`config.mk`:
```
export PLATFORM = sky130hd
export DESIGN_NAME = modbus_rtu_coil_request_engine_core
export DESIGN_NICKNAME = d
export VERILOG_FILES = /design/src/rtl/mrce_pkg.sv /design/src/rtl/mrce_ram.sv /design/src/rtl/mrce_crc_unit.sv /design/src/rtl/modbus_rtu_coil_request_engine_core.sv
export VERILOG_INCLUDE_DIRS = /design/src /design/src/rtl
export SDC_FILE = /design/constraint.sdc
export NUM_CORES = 1
export LEC_CHECK = 0
export BUFFER_PORTS_ARGS = -buffer_cell sky130_fd_sc_hd__buf_2
export CORE_ASPECT_RATIO = 2
export CORE_MARGIN = 3
export CORE_UTILIZATION = 23
export DETAILED_ROUTE_END_ITERATION = 8
export HOLD_SLACK_MARGIN = 0.1
export PLACE_DENSITY = 0.44
export REMOVE_ABC_BUFFERS = 1
export SLEW_MARGIN = 20
export SYNTH_ARGS = -nofsm -noshare
export SYNTH_HDL_FRONTEND = slang
export SYNTH_SLANG_ARGS = --single-unit
export TNS_END_PERCENT = 20
```
`constraint.sdc`:
```
create_clock -name clk -period 10.7 [get_ports clk]
set_input_delay 2.14 -clock clk [delete_from_list [all_inputs] [get_ports clk]]
set_output_delay 2.14 -clock clk [all_outputs]
set_load 0.05 [all_outputs]
```
`src/rtl/modbus_rtu_coil_request_engine_core_defines.svh`:
```
// Assertion helpers for the RTL.
`ifndef MODBUS_RTU_COIL_REQUEST_ENGINE_CORE_DEFINES_SVH
`define MODBUS_RTU_COIL_REQUEST_ENGINE_CORE_DEFINES_SVH

// Condition must hold at every clock edge outside reset.
`define MRCE_ASSERT_ALWAYS(label, cond, msg) \
  label: assert property (@(posedge clk) disable iff (rst) (cond)) else $error(msg);

// Consequent must hold in the same cycle as the antecedent.
`define MRCE_ASSERT_IMPLIES(label, ante, cons, msg) \
  label: assert property (@(posedge clk) disable iff (rst) (ante) |-> (cons)) else $error(msg);

`endif

```
`src/rtl/mrce_pkg.sv`:
```
`timescale 1ns / 1ps

package mrce_pkg;

  localparam int RX_BYTES  = 8;
  localparam int FRAME_LEN = 8;
  localparam int RX_CW     = $clog2(RX_BYTES + 1);
  localparam int RX_AW     = $clog2(RX_BYTES);
  localparam int FRAME_AW  = $clog2(FRAME_LEN);

  localparam logic [15:0] CRC_INIT = 16'hFFFF;
  localparam logic [15:0] CRC_POLY = 16'hA001;

  localparam logic [7:0] FC_WRITE_COIL = 8'h05;
  localparam logic [7:0] FC_READ_COILS = 8'h01;
  localparam logic [7:0] COIL_ON_VAL   = 8'hFF;
  localparam logic [7:0] READ_QTY      = 8'h08;

  localparam int MIN_READ_LEN = 5;

  localparam logic OUT_TX     = 1'b0;
  localparam logic OUT_STATUS = 1'b1;

  typedef enum logic [1:0] {
    REQ_WRITE    = 2'd0,
    REQ_READ     = 2'd1,
    REQ_RX_BYTE  = 2'd2,
    REQ_RESP_END = 2'd3
  } req_t;

  typedef enum logic [1:0] {
    ST_OK      = 2'd0,
    ST_INVALID = 2'd1,
    ST_TIMEOUT = 2'd2,
    ST_BUSY    = 2'd3
  } status_t;

  typedef enum logic [1:0] {
    CFG_SLAVE_ADDR  = 2'd0,
    CFG_RELAY_COUNT = 2'd1,
    CFG_RETRY_LIMIT = 2'd2
  } cfg_reg_t;

  typedef enum logic [2:0] {
    S_IDLE,
    S_BUILD,
    S_CRC_STORE,
    S_SEND,
    S_CHECK,
    S_DECIDE,
    S_STATUS
  } state_t;

  typedef struct packed {
    logic init;
    logic update;
  } crc_ctl_t;

endpackage

```
`src/rtl/mrce_ram.sv`:
```
`timescale 1ns / 1ps

module mrce_ram #(
  parameter int WIDTH = 8,
  parameter int DEPTH = 8
) (
  input  logic                     clk,
  input  logic                     we,
  input  logic [$clog2(DEPTH)-1:0] waddr,
  input  logic [WIDTH-1:0]         wdata,
  input  logic [$clog2(DEPTH)-1:0] raddr,
  output logic [WIDTH-1:0]         rdata
);

  logic [WIDTH-1:0] mem [DEPTH];

  always_ff @(posedge clk) begin
    if (we) begin
      mem[waddr] <= wdata;
    end
    rdata <= mem[raddr];
  end

endmodule

```
`src/rtl/mrce_crc_unit.sv`:
```
`timescale 1ns / 1ps

module mrce_crc_unit
  import mrce_pkg::*;
(
  input  logic        clk,
  input  crc_ctl_t    ctl,
  input  logic [7:0]  data,
  output logic [15:0] crc
);

  // one byte per cycle, reflected CRC16
  function automatic logic [15:0] crc_byte(input logic [15:0] c_in, input logic [7:0] d);
    logic [15:0] c;
    c = c_in ^ {8'h00, d};
    for (int b = 0; b < 8; b++) begin
      c = c[0] ? ((c >> 1) ^ CRC_POLY) : (c >> 1);
    end
    return c;
  endfunction

  always_ff @(posedge clk) begin
    if (ctl.init) begin
      crc <= CRC_INIT;
    end else if (ctl.update) begin
      crc <= crc_byte(crc, data);
    end
  end

endmodule

```
`src/rtl/modbus_rtu_coil_request_engine_core.sv`:
```
// Modbus RTU master for relay coil requests.
// cfg channel: cfg_index selects slave_addr (0), relay_count (1) or retry_limit (2);
//   always ready, write only while the engine is idle.
// in channel: one item per transaction; req_type picks write coil, read coils,
//   received byte or response end. in_ready is high only while the sequencer is idle.
// out channel: a registered result slot; transmit bytes (eight per frame, last on
//   the eighth) or one final status. A stalled receiver holds the slot and the
//   sequencer waits; nothing is dropped.
// Timing: a command builds the frame through the shared CRC unit, stores the CRC,
//   then sends the eight bytes.
//   A response end with link_ok and enough bytes scans the buffered bytes one
//   per cycle through the same unit and then decides; a response end without
//   them goes straight to the decision, which resends the frame or sends one status.
//   The rate is set by the single CRC unit and the one read port of the rx buffer.
// Reset: registers return to slave 1, 8 relays, 3 attempts; no transaction open,
//   buffer empty, output slot empty. The buffers need no clearing pass.
`timescale 1ns / 1ps
`include "modbus_rtu_coil_request_engine_core_defines.svh"

module modbus_rtu_coil_request_engine_core
  import mrce_pkg::*;
(
  input  logic       clk,
  input  logic       rst,
  input  logic       cfg_valid,
  output logic       cfg_ready,
  input  logic [1:0] cfg_index,
  input  logic [7:0] cfg_data,
  input  logic       in_valid,
  output logic       in_ready,
  input  logic [1:0] req_type,
  input  logic [7:0] channel,
  input  logic       coil_on,
  input  logic [7:0] rx_byte,
  input  logic       link_ok,
  output logic       out_valid,
  input  logic       out_ready,
  output logic       out_kind,
  output logic [7:0] tx_byte,
  output logic       last,
  output logic       is_retry,
  output logic [1:0] status,
  output logic [7:0] coil_states
);

  state_t state, state_next;

  logic [7:0] slave_addr;
  logic [3:0] relay_count;
  logic [2:0] retry_limit;

  logic             waiting;
  logic             op_is_read;
  logic [2:0]       attempt_count;
  logic [RX_CW-1:0] rx_count;
  logic             resend;

  logic [7:0] frame_store [FRAME_LEN];
  logic       cmd_read;
  logic [7:0] cmd_b3, cmd_b4, cmd_b5;

  logic [RX_CW-1:0] idx;
  logic [RX_CW-1:0] rd_idx;
  logic             rd_vld;
  logic             chk_ok;
  logic [7:0]       coils;
  status_t          status_code;

  logic [15:0] crc;
  crc_ctl_t    crc_ctl;
  logic [7:0]  crc_data;
  logic [7:0]  ram_rdata;

  logic             in_fire, out_slot;
  logic             is_cmd, chan_bad, start_cmd, reject, rx_wr, resp, resp_pre;
  logic [RX_CW-1:0] n_len, min_len;
  logic [7:0]       build_byte;
  logic [FRAME_AW-1:0] frd_idx;
  logic [7:0]       frd;
  logic             load_tx, load_status;
  logic             retry_ok;

  // ---------------- decode ----------------
  assign in_fire  = in_valid && in_ready;
  assign out_slot = !out_valid || out_ready;
  assign n_len    = op_is_read ? rx_count : RX_CW'(FRAME_LEN);
  assign min_len  = op_is_read ? RX_CW'(MIN_READ_LEN) : RX_CW'(FRAME_LEN);

  assign is_cmd    = (req_type == REQ_WRITE) || (req_type == REQ_READ);
  assign chan_bad  = (channel == 8'd0) || (channel > {4'd0, relay_count});
  assign start_cmd = in_fire && is_cmd && !waiting &&
                     ((req_type == REQ_READ) || !chan_bad);
  assign reject    = in_fire && is_cmd &&
                     (waiting || ((req_type == REQ_WRITE) && chan_bad));
  assign rx_wr     = in_fire && (req_type == REQ_RX_BYTE) && waiting &&
                     (rx_count < RX_CW'(RX_BYTES));
  assign resp      = in_fire && (req_type == REQ_RESP_END) && waiting;
  assign resp_pre  = link_ok && (rx_count >= min_len);
  assign retry_ok  = attempt_count < retry_limit;

  always_comb begin
    case (idx[FRAME_AW-1:0])
      3'd0:    build_byte = slave_addr;
      3'd1:    build_byte = cmd_read ? FC_READ_COILS : FC_WRITE_COIL;
      3'd3:    build_byte = cmd_b3;
      3'd4:    build_byte = cmd_b4;
      3'd5:    build_byte = cmd_b5;
      default: build_byte = 8'h00;
    endcase
  end

  // single frame store read port: scan compare or send
  assign frd_idx = (state == S_CHECK) ? rd_idx[FRAME_AW-1:0] : idx[FRAME_AW-1:0];
  assign frd     = frame_store[frd_idx];

  // ---------------- next state ----------------
  always_comb begin
    state_next = state;
    case (state)
      S_IDLE: begin
        if (in_fire) begin
          case (req_t'(req_type))
            REQ_WRITE, REQ_READ: state_next = reject ? S_STATUS : S_BUILD;
            REQ_RX_BYTE:         state_next = S_IDLE;
            REQ_RESP_END: begin
              if (waiting) begin
                state_next = resp_pre ? S_CHECK : S_DECIDE;
              end
            end
            default:             state_next = S_IDLE;
          endcase
        end
      end
      S_BUILD: begin
        if (idx[FRAME_AW-1:0] == FRAME_AW'(FRAME_LEN - 3)) begin
          state_next = S_CRC_STORE;
        end
      end
      S_CRC_STORE: state_next = S_SEND;
      S_SEND: begin
        if (out_slot && (idx[FRAME_AW-1:0] == FRAME_AW'(FRAME_LEN - 1))) begin
          state_next = S_IDLE;
        end
      end
      S_CHECK: begin
        if (rd_vld && (rd_idx == n_len - RX_CW'(1))) begin
          state_next = S_DECIDE;
        end
      end
      S_DECIDE: state_next = (!chk_ok && retry_ok) ? S_SEND : S_STATUS;
      S_STATUS: begin
        if (out_slot) begin
          state_next = S_IDLE;
        end
      end
      default: state_next = S_IDLE;
    endcase
  end

  // ---------------- control outputs ----------------
  always_comb begin
    in_ready       = (state == S_IDLE);
    cfg_ready      = 1'b1;
    load_tx        = (state == S_SEND) && out_slot;
    load_status    = (state == S_STATUS) && out_slot;
    crc_ctl.init   = start_cmd || resp;
    crc_ctl.update = (state == S_BUILD) ||
                     ((state == S_CHECK) && rd_vld && (rd_idx < n_len - RX_CW'(2)));
    crc_data       = (state == S_BUILD) ? build_byte : ram_rdata;
  end

  // ---------------- shared units ----------------
  mrce_crc_unit u_crc (
    .clk  (clk),
    .ctl  (crc_ctl),
    .data (crc_data),
    .crc  (crc)
  );

  mrce_ram #(
    .WIDTH (8),
    .DEPTH (RX_BYTES)
  ) u_rx_ram (
    .clk   (clk),
    .we    (rx_wr),
    .waddr (rx_count[RX_AW-1:0]),
    .wdata (rx_byte),
    .raddr (idx[RX_AW-1:0]),
    .rdata (ram_rdata)
  );

  // ---------------- registers ----------------
  always_ff @(posedge clk) begin
    if (rst) begin
      state <= S_IDLE;
    end else begin
      state <= state_next;
    end
  end

  always_ff @(posedge clk) begin
    if (rst) begin
      slave_addr  <= 8'd1;
      relay_count <= 4'd8;
      retry_limit <= 3'd3;
    end else if (cfg_valid && cfg_ready) begin
      case (cfg_reg_t'(cfg_index))
        CFG_SLAVE_ADDR:  slave_addr  <= cfg_data;
        CFG_RELAY_COUNT: relay_count <= cfg_data[3:0];
        CFG_RETRY_LIMIT: retry_limit <= cfg_data[2:0];
        default: ;
      endcase
    end
  end

  always_ff @(posedge clk) begin
    if (rst) begin
      waiting       <= 1'b0;
      op_is_read    <= 1'b0;
      attempt_count <= 3'd0;
      rx_count      <= '0;
      resend        <= 1'b0;
    end else begin
      if (start_cmd) begin
        waiting       <= 1'b1;
        op_is_read    <= (req_type == REQ_READ);
        attempt_count <= 3'd1;
        rx_count      <= '0;
        resend        <= 1'b0;
      end
      if (rx_wr) begin
        rx_count <= rx_count + RX_CW'(1);
      end
      if (state == S_DECIDE) begin
        if (!chk_ok && retry_ok) begin
          attempt_count <= attempt_count + 3'd1;
          rx_count      <= '0;
          resend        <= 1'b1;
        end else begin
          waiting <= 1'b0;
        end
      end
    end
  end

  always_ff @(posedge clk) begin
    if (rst) begin
      rd_vld <= 1'b0;
    end else begin
      rd_vld <= (state == S_CHECK) && (idx < n_len);
    end
  end

  always_ff @(posedge clk) begin
    rd_idx <= idx;

    if (start_cmd) begin
      cmd_read <= (req_type == REQ_READ);
      if (req_type == REQ_READ) begin
        cmd_b3 <= 8'h00;
        cmd_b4 <= 8'h00;
        cmd_b5 <= READ_QTY;
      end else begin
        cmd_b3 <= channel - 8'd1;
        cmd_b4 <= coil_on ? COIL_ON_VAL : 8'h00;
        cmd_b5 <= 8'h00;
      end
    end

    case (state)
      S_IDLE:      idx <= '0;
      S_BUILD: begin
        frame_store[idx[FRAME_AW-1:0]] <= build_byte;
        idx <= idx + RX_CW'(1);
      end
      S_CRC_STORE: begin
        frame_store[FRAME_LEN-2] <= crc[7:0];
        frame_store[FRAME_LEN-1] <= crc[15:8];
        idx <= '0;
      end
      S_SEND: begin
        if (out_slot) begin
          idx <= idx + RX_CW'(1);
        end
      end
      S_CHECK: begin
        if (idx < n_len) begin
          idx <= idx + RX_CW'(1);
        end
      end
      default:     idx <= '0;
    endcase

    if (resp) begin
      chk_ok <= resp_pre;
      coils  <= 8'h00;
    end else if ((state == S_CHECK) && rd_vld) begin
      // CRC register is final once the byte at n-2 arrives
      if ((rd_idx == n_len - RX_CW'(2)) && (ram_rdata != crc[7:0])) begin
        chk_ok <= 1'b0;
      end
      if ((rd_idx == n_len - RX_CW'(1)) && (ram_rdata != crc[15:8])) begin
        chk_ok <= 1'b0;
      end
      if (op_is_read) begin
        if ((rd_idx == RX_CW'(0)) && (ram_rdata != frd)) begin
          chk_ok <= 1'b0;
        end
        if ((rd_idx == RX_CW'(1)) && (ram_rdata != FC_READ_COILS)) begin
          chk_ok <= 1'b0;
        end
        if (rd_idx == RX_CW'(3)) begin
          coils <= ram_rdata;
        end
      end else if ((rd_idx < RX_CW'(4)) && (ram_rdata != frd)) begin
        chk_ok <= 1'b0;
      end
    end

    if (reject) begin
      status_code <= waiting ? ST_BUSY : ST_INVALID;
    end else if (state == S_DECIDE) begin
      status_code <= chk_ok ? ST_OK : ST_TIMEOUT;
    end
  end

  // output slot
  always_ff @(posedge clk) begin
    if (rst) begin
      out_valid <= 1'b0;
    end else if (load_tx || load_status) begin
      out_valid <= 1'b1;
    end else if (out_ready) begin
      out_valid <= 1'b0;
    end
  end

  always_ff @(posedge clk) begin
    if (load_tx) begin
      out_kind    <= OUT_TX;
      tx_byte     <= frd;
      last        <= (idx[FRAME_AW-1:0] == FRAME_AW'(FRAME_LEN - 1));
      is_retry    <= resend;
      status      <= ST_OK;
      coil_states <= 8'h00;
    end else if (load_status) begin
      out_kind    <= OUT_STATUS;
      tx_byte     <= 8'h00;
      last        <= 1'b0;
      is_retry    <= 1'b0;
      status      <= status_code;
      coil_states <= (status_code == ST_OK) ? coils : 8'h00;
    end
  end

  // ---------------- assertions ----------------
  `MRCE_ASSERT_ALWAYS(a_rx_count_bound, rx_count <= RX_CW'(RX_BYTES), "rx_count beyond buffer")
  `MRCE_ASSERT_IMPLIES(a_attempt_nonzero, waiting, attempt_count != 3'd0, "open request with no attempt")
  `MRCE_ASSERT_IMPLIES(a_send_needs_request, state == S_SEND, waiting, "frame sent with no open request")
  `MRCE_ASSERT_IMPLIES(a_scan_in_range, rd_vld, rd_idx < n_len, "scan read past response length")

endmodule

```
Word level (Yosys, flattened, before mapping)
Memories as Yosys holds them, arrays and structs flattened. A register that Yosys moved wholly into a read port is not among the register bits.
Cells that the tools add are included.
Word-level totals
  RAM bits: 128
  register bits after elaboration: 111
  output and inout port bits: 24
  memories kept: 2
  input port bits: 35
Memory list
  frame_store: depth 8, bits a word 8, rd ports 1, clocked after Yosys merged registers in 0, wr ports 2, line modbus_rtu_coil_request_engine_core.sv:58  | logic [7:0] frame_store [FRAME_LEN];
  u_rx_ram.mem: depth 8, bits a word 8, rd ports 1, clocked after Yosys merged registers in 1, wr ports 1, line mrce_ram.sv:15  | logic [WIDTH-1:0] mem [DEPTH];
Cells by class
  equality and inequality tests: 32
  $add $sub $neg: 6
  multiplexer cells: 72
  magnitude comparators: 7
  bitwise logic cells: 9
  reduce and logical (&&, ||, !) cells: 56
Operator list (count)
  $mux 16: 8
  $mux 8: 6
  $mux 3: 14
  $pmux 8 s5: 1
  $mux 4: 9
  $mux 1: 27
  $logic_and 1x1->1: 25
  $ne 8x8->1: 3
  $not 2->3: 8
  $pmux 3 s7: 1
  $eq 3x3->1 const B: 6
  $xor 16x8->16: 1
  $pmux 4 s3: 1
  $ne 2x2->1 const B: 5
  $eq 3x2->1 const B: 3
  $pmux 3 s3: 1
  $add 4x1->4 const B: 2
  $eq 4x4->1: 2
  $gt 8x4->1: 1
  $logic_not 8->1: 1
  $logic_or 1x1->1: 8
  $lt 4x4->1: 2
  $mux 2: 4
  $ne 8x1->1 const B: 1
  other kinds (25): 42

Logic depth before layout (Yosys ltp)
  depth in word-level cells: 20
  mapped depth: 14
  mapped depth without buffers: 12

Cells and area by module
From an unflattened synthesis, not the netlist that was laid out.
Unflattened totals
  cells, all modules: 867
  area total of the unflattened synthesis: 10777.8 um^2
By module, submodules not included
  modbus_rtu_coil_request_engine_core: times used 1, area each 7303.3 um^2, cells an instance 672, seq. area each 3793.6 um^2
  mrce_ram: times used 1, area each 2691.3 um^2, cells an instance 114, seq. area each 2082.0 um^2
  mrce_crc_unit: times used 1, area each 783.3 um^2, cells an instance 81, seq. area each 320.3 um^2

Least setup slack after synthesis
Ideal clock, no wire load.
  path kind: input to register
  start point: input channel[0]
  end point: register u_crc.crc[10]
  buffers on the path: 1
  arrival: 4.343 ns
  setup slack: 6.227 ns
  stages: 9
  setup time: 0.129 ns
  path through: inv_1 -> ha_1 -> or3b_2 -> a31oi_1 -> or3_1 -> clkinv_1 -> nor2_1 -> clkbuf_1 -> nand2_1
On the way
  cells in the longest elaborated chain, start to end: 6
RTL lines
  start, declared: line modbus_rtu_coil_request_engine_core.sv:32  | input logic [7:0] channel,
  $gt 8x4->1 or $logic_not 8->1 (tied branches): line modbus_rtu_coil_request_engine_core.sv:90  | assign chan_bad = (channel == 8'd0) || (channel > {4'd0, relay_count});
  $logic_or 1x1->1 (*): line modbus_rtu_coil_request_engine_core.sv:90
  $logic_not 1->1 (*): line modbus_rtu_coil_request_engine_core.sv:92  | ((req_type == REQ_READ) || !chan_bad);
  $logic_or 1x1->1 (*): line modbus_rtu_coil_request_engine_core.sv:92
  $logic_and 1x1->1 (*): line modbus_rtu_coil_request_engine_core.sv:91  | assign start_cmd = in_fire && is_cmd && !waiting &&
  net start_cmd: line modbus_rtu_coil_request_engine_core.sv:75  | logic is_cmd, chan_bad, start_cmd, reject, rx_wr, resp, resp_pre;
  $logic_or 1x1->1 (*): line modbus_rtu_coil_request_engine_core.sv:166  | crc_ctl.init = start_cmd || resp;
  end signal, assigned: line mrce_crc_unit.sv:26  | crc <= crc_byte(crc, data);
  end, declared: line mrce_crc_unit.sv:9  | output logic [15:0] crc
Mark *: on every way through the listed nets, which the timed path passes. The rest lies on a longest branch.
A chain may end at the register's enable or synchronous reset.

Worst setup path in the final report
  start point: input channel[0]
  end point: register u_crc.crc[15]
The elaborated chain is that of the path after synthesis.

==> impl_results.md <==
* WL per Instance at slightly below 20 um
* Worst EP required at about 11 ns
* Total wire length at between 30000 and 40000 um
* Switching Fraction at about two fifths
* Highest Clock Rate at about 200 MHz
* Global placer's final weighted congestion at approximately 0.84
* Final period util at between 40% and 50%
* Most frequent cell after synthesis: edfxtp_1
* CTS Buf Count at 21
* Worst setup path class: primary input to flop
* GRT overflow at 0
* Initial antenna violation count at 0
* Total clock sinks at ~230
* Worst slew margin at 26.7%
* Row count at 110
* Area share of the largest cell type after synthesis at a little over two fifths
* PwrDens at about 260 mW/mm^2
* Max-cap violation count at 0
* Via density at roughly 4.5
* Synthesized instance count at 920
* Hold_buf cts at 0
* Net count, final at 1035
* Place WS at ~5 ns
* Crit path time final at a little under 5 ns
* Final worst-path setup slack at roughly 5.8 ns
* Area contributors post-synth: edfxtp_1 (44%), dfxtp_1 (15%), mux2i_1 (4.4%)
* Synth cell count leaders: edfxtp_1 (155), nand2_1 (124), nor2_1 (88)
* TritonCTS clock tree: done
* Slew Limit Fails at 0
* Die X at ~160 um
* Power, Total at 3.23 mW
* Post-CTS Setup Bufs at 0
* Worst-margin pin slew at 1.10 ns
* Area growth from synthesis to layout at 15.1%
* Clock power share at between 20% and 30%
* Vias in the first global route at ~7400
* Starting Density at a little under a quarter
* Reg clk slew, reported paths at about 0.070 ns
* Worst Hold Class: flop to flop
* GRT Util Overall at between 10% and 20%
* Lkg Pwr at between 4 and 5 nW
* Largest area contributor in the netlist: edfxtp_1
* Final setup fails at 0
* Port buffer count at 57
* Sequential element share of the synthesized area at about three fifths
* DRC viols at 0
* Clk_lat worst skew at 0.51 ns
* Root Driver: clkbuf_16
* Fraction of registers with async set/reset at 0%
* Total I/O pin count at 59
* Die Area at just under 0.05 sq mm
* Synthesized cell area at about 0.011 sq mm
* Hold Vio Cnt, Final at 0
* RSZ-0062 raised after global routing: no
* Status: complete, no violations
* Synth unique cells at 66
* Peak VDD IR at about 0.13 mV
* Post-synth EDFFs at between 150 and 200
* Sequential group share of total power at about 39%
* Mean area per synthesized cell at around 12 sq um
* DPL Wire Length at around 23000 um
* Antenna Cells at 0
* Drt pass-1 iters at 5
* Startpoint Class: primary input
* Setup TNS at 0 ns
* Post-route ant nets at 0
* Final Skew at a little under 0.008 ns
* Layout cells sized above 1 at ~15%
* Max Root-Sink Buffers at 3
* Internal power at 1.99 mW
* Core area at 0.0453 sq mm
* Die Span Y at just over 300 um
* Cts repair resizes at 0
* Detailed Route Iter0 Violations at around 410
* Comb pwr share at 38.6%
* Crit path max fanout at 18
* Psw at 1.24 mW
* Primary FF master, synth: edfxtp_1
* Arr. time, crit path at 5.30 ns
* Via count at 7029
* #FFs+latches synth at 232
* Fill count at approximately 4700
* H-Tree Level Count at 1
* Largest net degree at the start of global routing at 35
* First-pass GRT wire length at 45100 um
* CP endpoint kind: flop
* Yosys warns at 0
[placed cells by master, fill, tap and decap left out, types with 6 or more instances in the layout]
cell type,netlist,layout
o21ai_0,19,18
nor2_1,88,87
ha_1,30,30
nor2b_1,13,13
buf_4,3,20
nor3_1,23,20
nand2_1,124,124
xnor2_1,15,15
mux2i_1,47,45
dfxtp_1,77,77
mux2_2,12,12
xor2_1,40,40
a22o_1,10,10
a31oi_1,12,12
nand3_1,16,16
a21o_1,11,11
nor4_1,10,10
inv_1,22,22
edfxtp_1,155,155
clkbuf_16,0,21
a22oi_1,6,6
a21oi_1,38,36
a221oi_1,16,16
buf_2,5,57
nand2b_1,7,7
[per-stage QoR]
stage / util [%] / cells / instance area (sq um) / hold WS [ns]
final: 27.0 / 1545 / 12200 / 0.448
after global routing: 27.0 / 1545 / 12200 / 0.467
after CTS: 27.0 / 1545 / 12200 / 0.447
after detailed placement: 25.5 / 1507 / 11600 / 0.429
after global placement: 25.5 / 1507 / 11600 / 0.429
after floorplan: - / 870 / 10400 / 0.397
[power groups by stage]
stage          clock (mW)  combinational (mW)  sequential, mW
2_1_floorplan           0               0.806            1.31
3_3_place_gp            0                1.26            1.27
3_5_place_dp            0                1.26            1.27
4_1_cts             0.759                1.27            1.25
5_1_grt             0.794                1.36            1.26
6_report            0.733                1.25            1.25
[critical path, cell delays in order]
cell      delay, ns
buf_2          0.12
inv_1          0.08
ha_1           0.18
or3b_2         0.51
a31oi_1        0.45
or3_1          0.25
clkinv_1       0.54
nor2_2         0.75
nand3b_1       0.15
o21a_1         0.13
[layout make-up]
| cell class | count | area [sq um] | area share (%) |
|---|---|---|---|
| clock inverter | 12 | 96.3 | 0.788 |
| tap | 560 | 701 | 5.73 |
| clock buffer | 26 | 554 | 4.54 |
| timing repair buffer | 77 | 435 | 3.56 |
| multi-input combinational | 614 | 4150 | 33.9 |
| sequential | 232 | 6200 | 50.7 |
| inverter | 24 | 90.1 | 0.737 |
[final timing paths]
| check | from | end | slack [ns] | depth (start not counted) |
|---|---|---|---|---|
| max | channel[0] | u_crc.crc[15] | 5.81 | 10 |
| min | idx[3] | rd_idx[3] | 0.45 | 0 |
| max reg2reg | idx[0] | u_crc.crc[0] | 6.30 | 11 |
| min reg2reg | idx[3] | rd_idx[3] | 0.45 | 0 |
[registers in the layout (all words and copies together), names as in the netlist, 2 cells and up]
signal,count
relay_count,4
coils,8
coil_states,8
status_code,2
u_rx_ram.mem,64
attempt_count,3
retry_limit,3
slave_addr,8
status,2
idx,4
tx_byte,8
cmd_b3,8
state,3
rx_count,4
u_crc.crc,16
u_rx_ram.rdata,8
rd_idx,4
frame_store,64
[routing by layer]
metal	wire length, um	track usage [%]
met1	10300	11.7
met2	17400	24.9
met3	767	1.14
met4	1520	6.28
met5	0	0
[cells by family after synthesis]
| family | synth area share (%) |
|---|---|
| xor+xnor | 5.37 |
| buf+inv | 2.99 |
| other cells | 0.0353 |
| compound gates | 9.56 |
| simple gates | 13.2 |
| flops | 58.4 |
| fa+ha+maj | 3.54 |
| mux | 6.90 |
(Power assumes the default switching activity.)
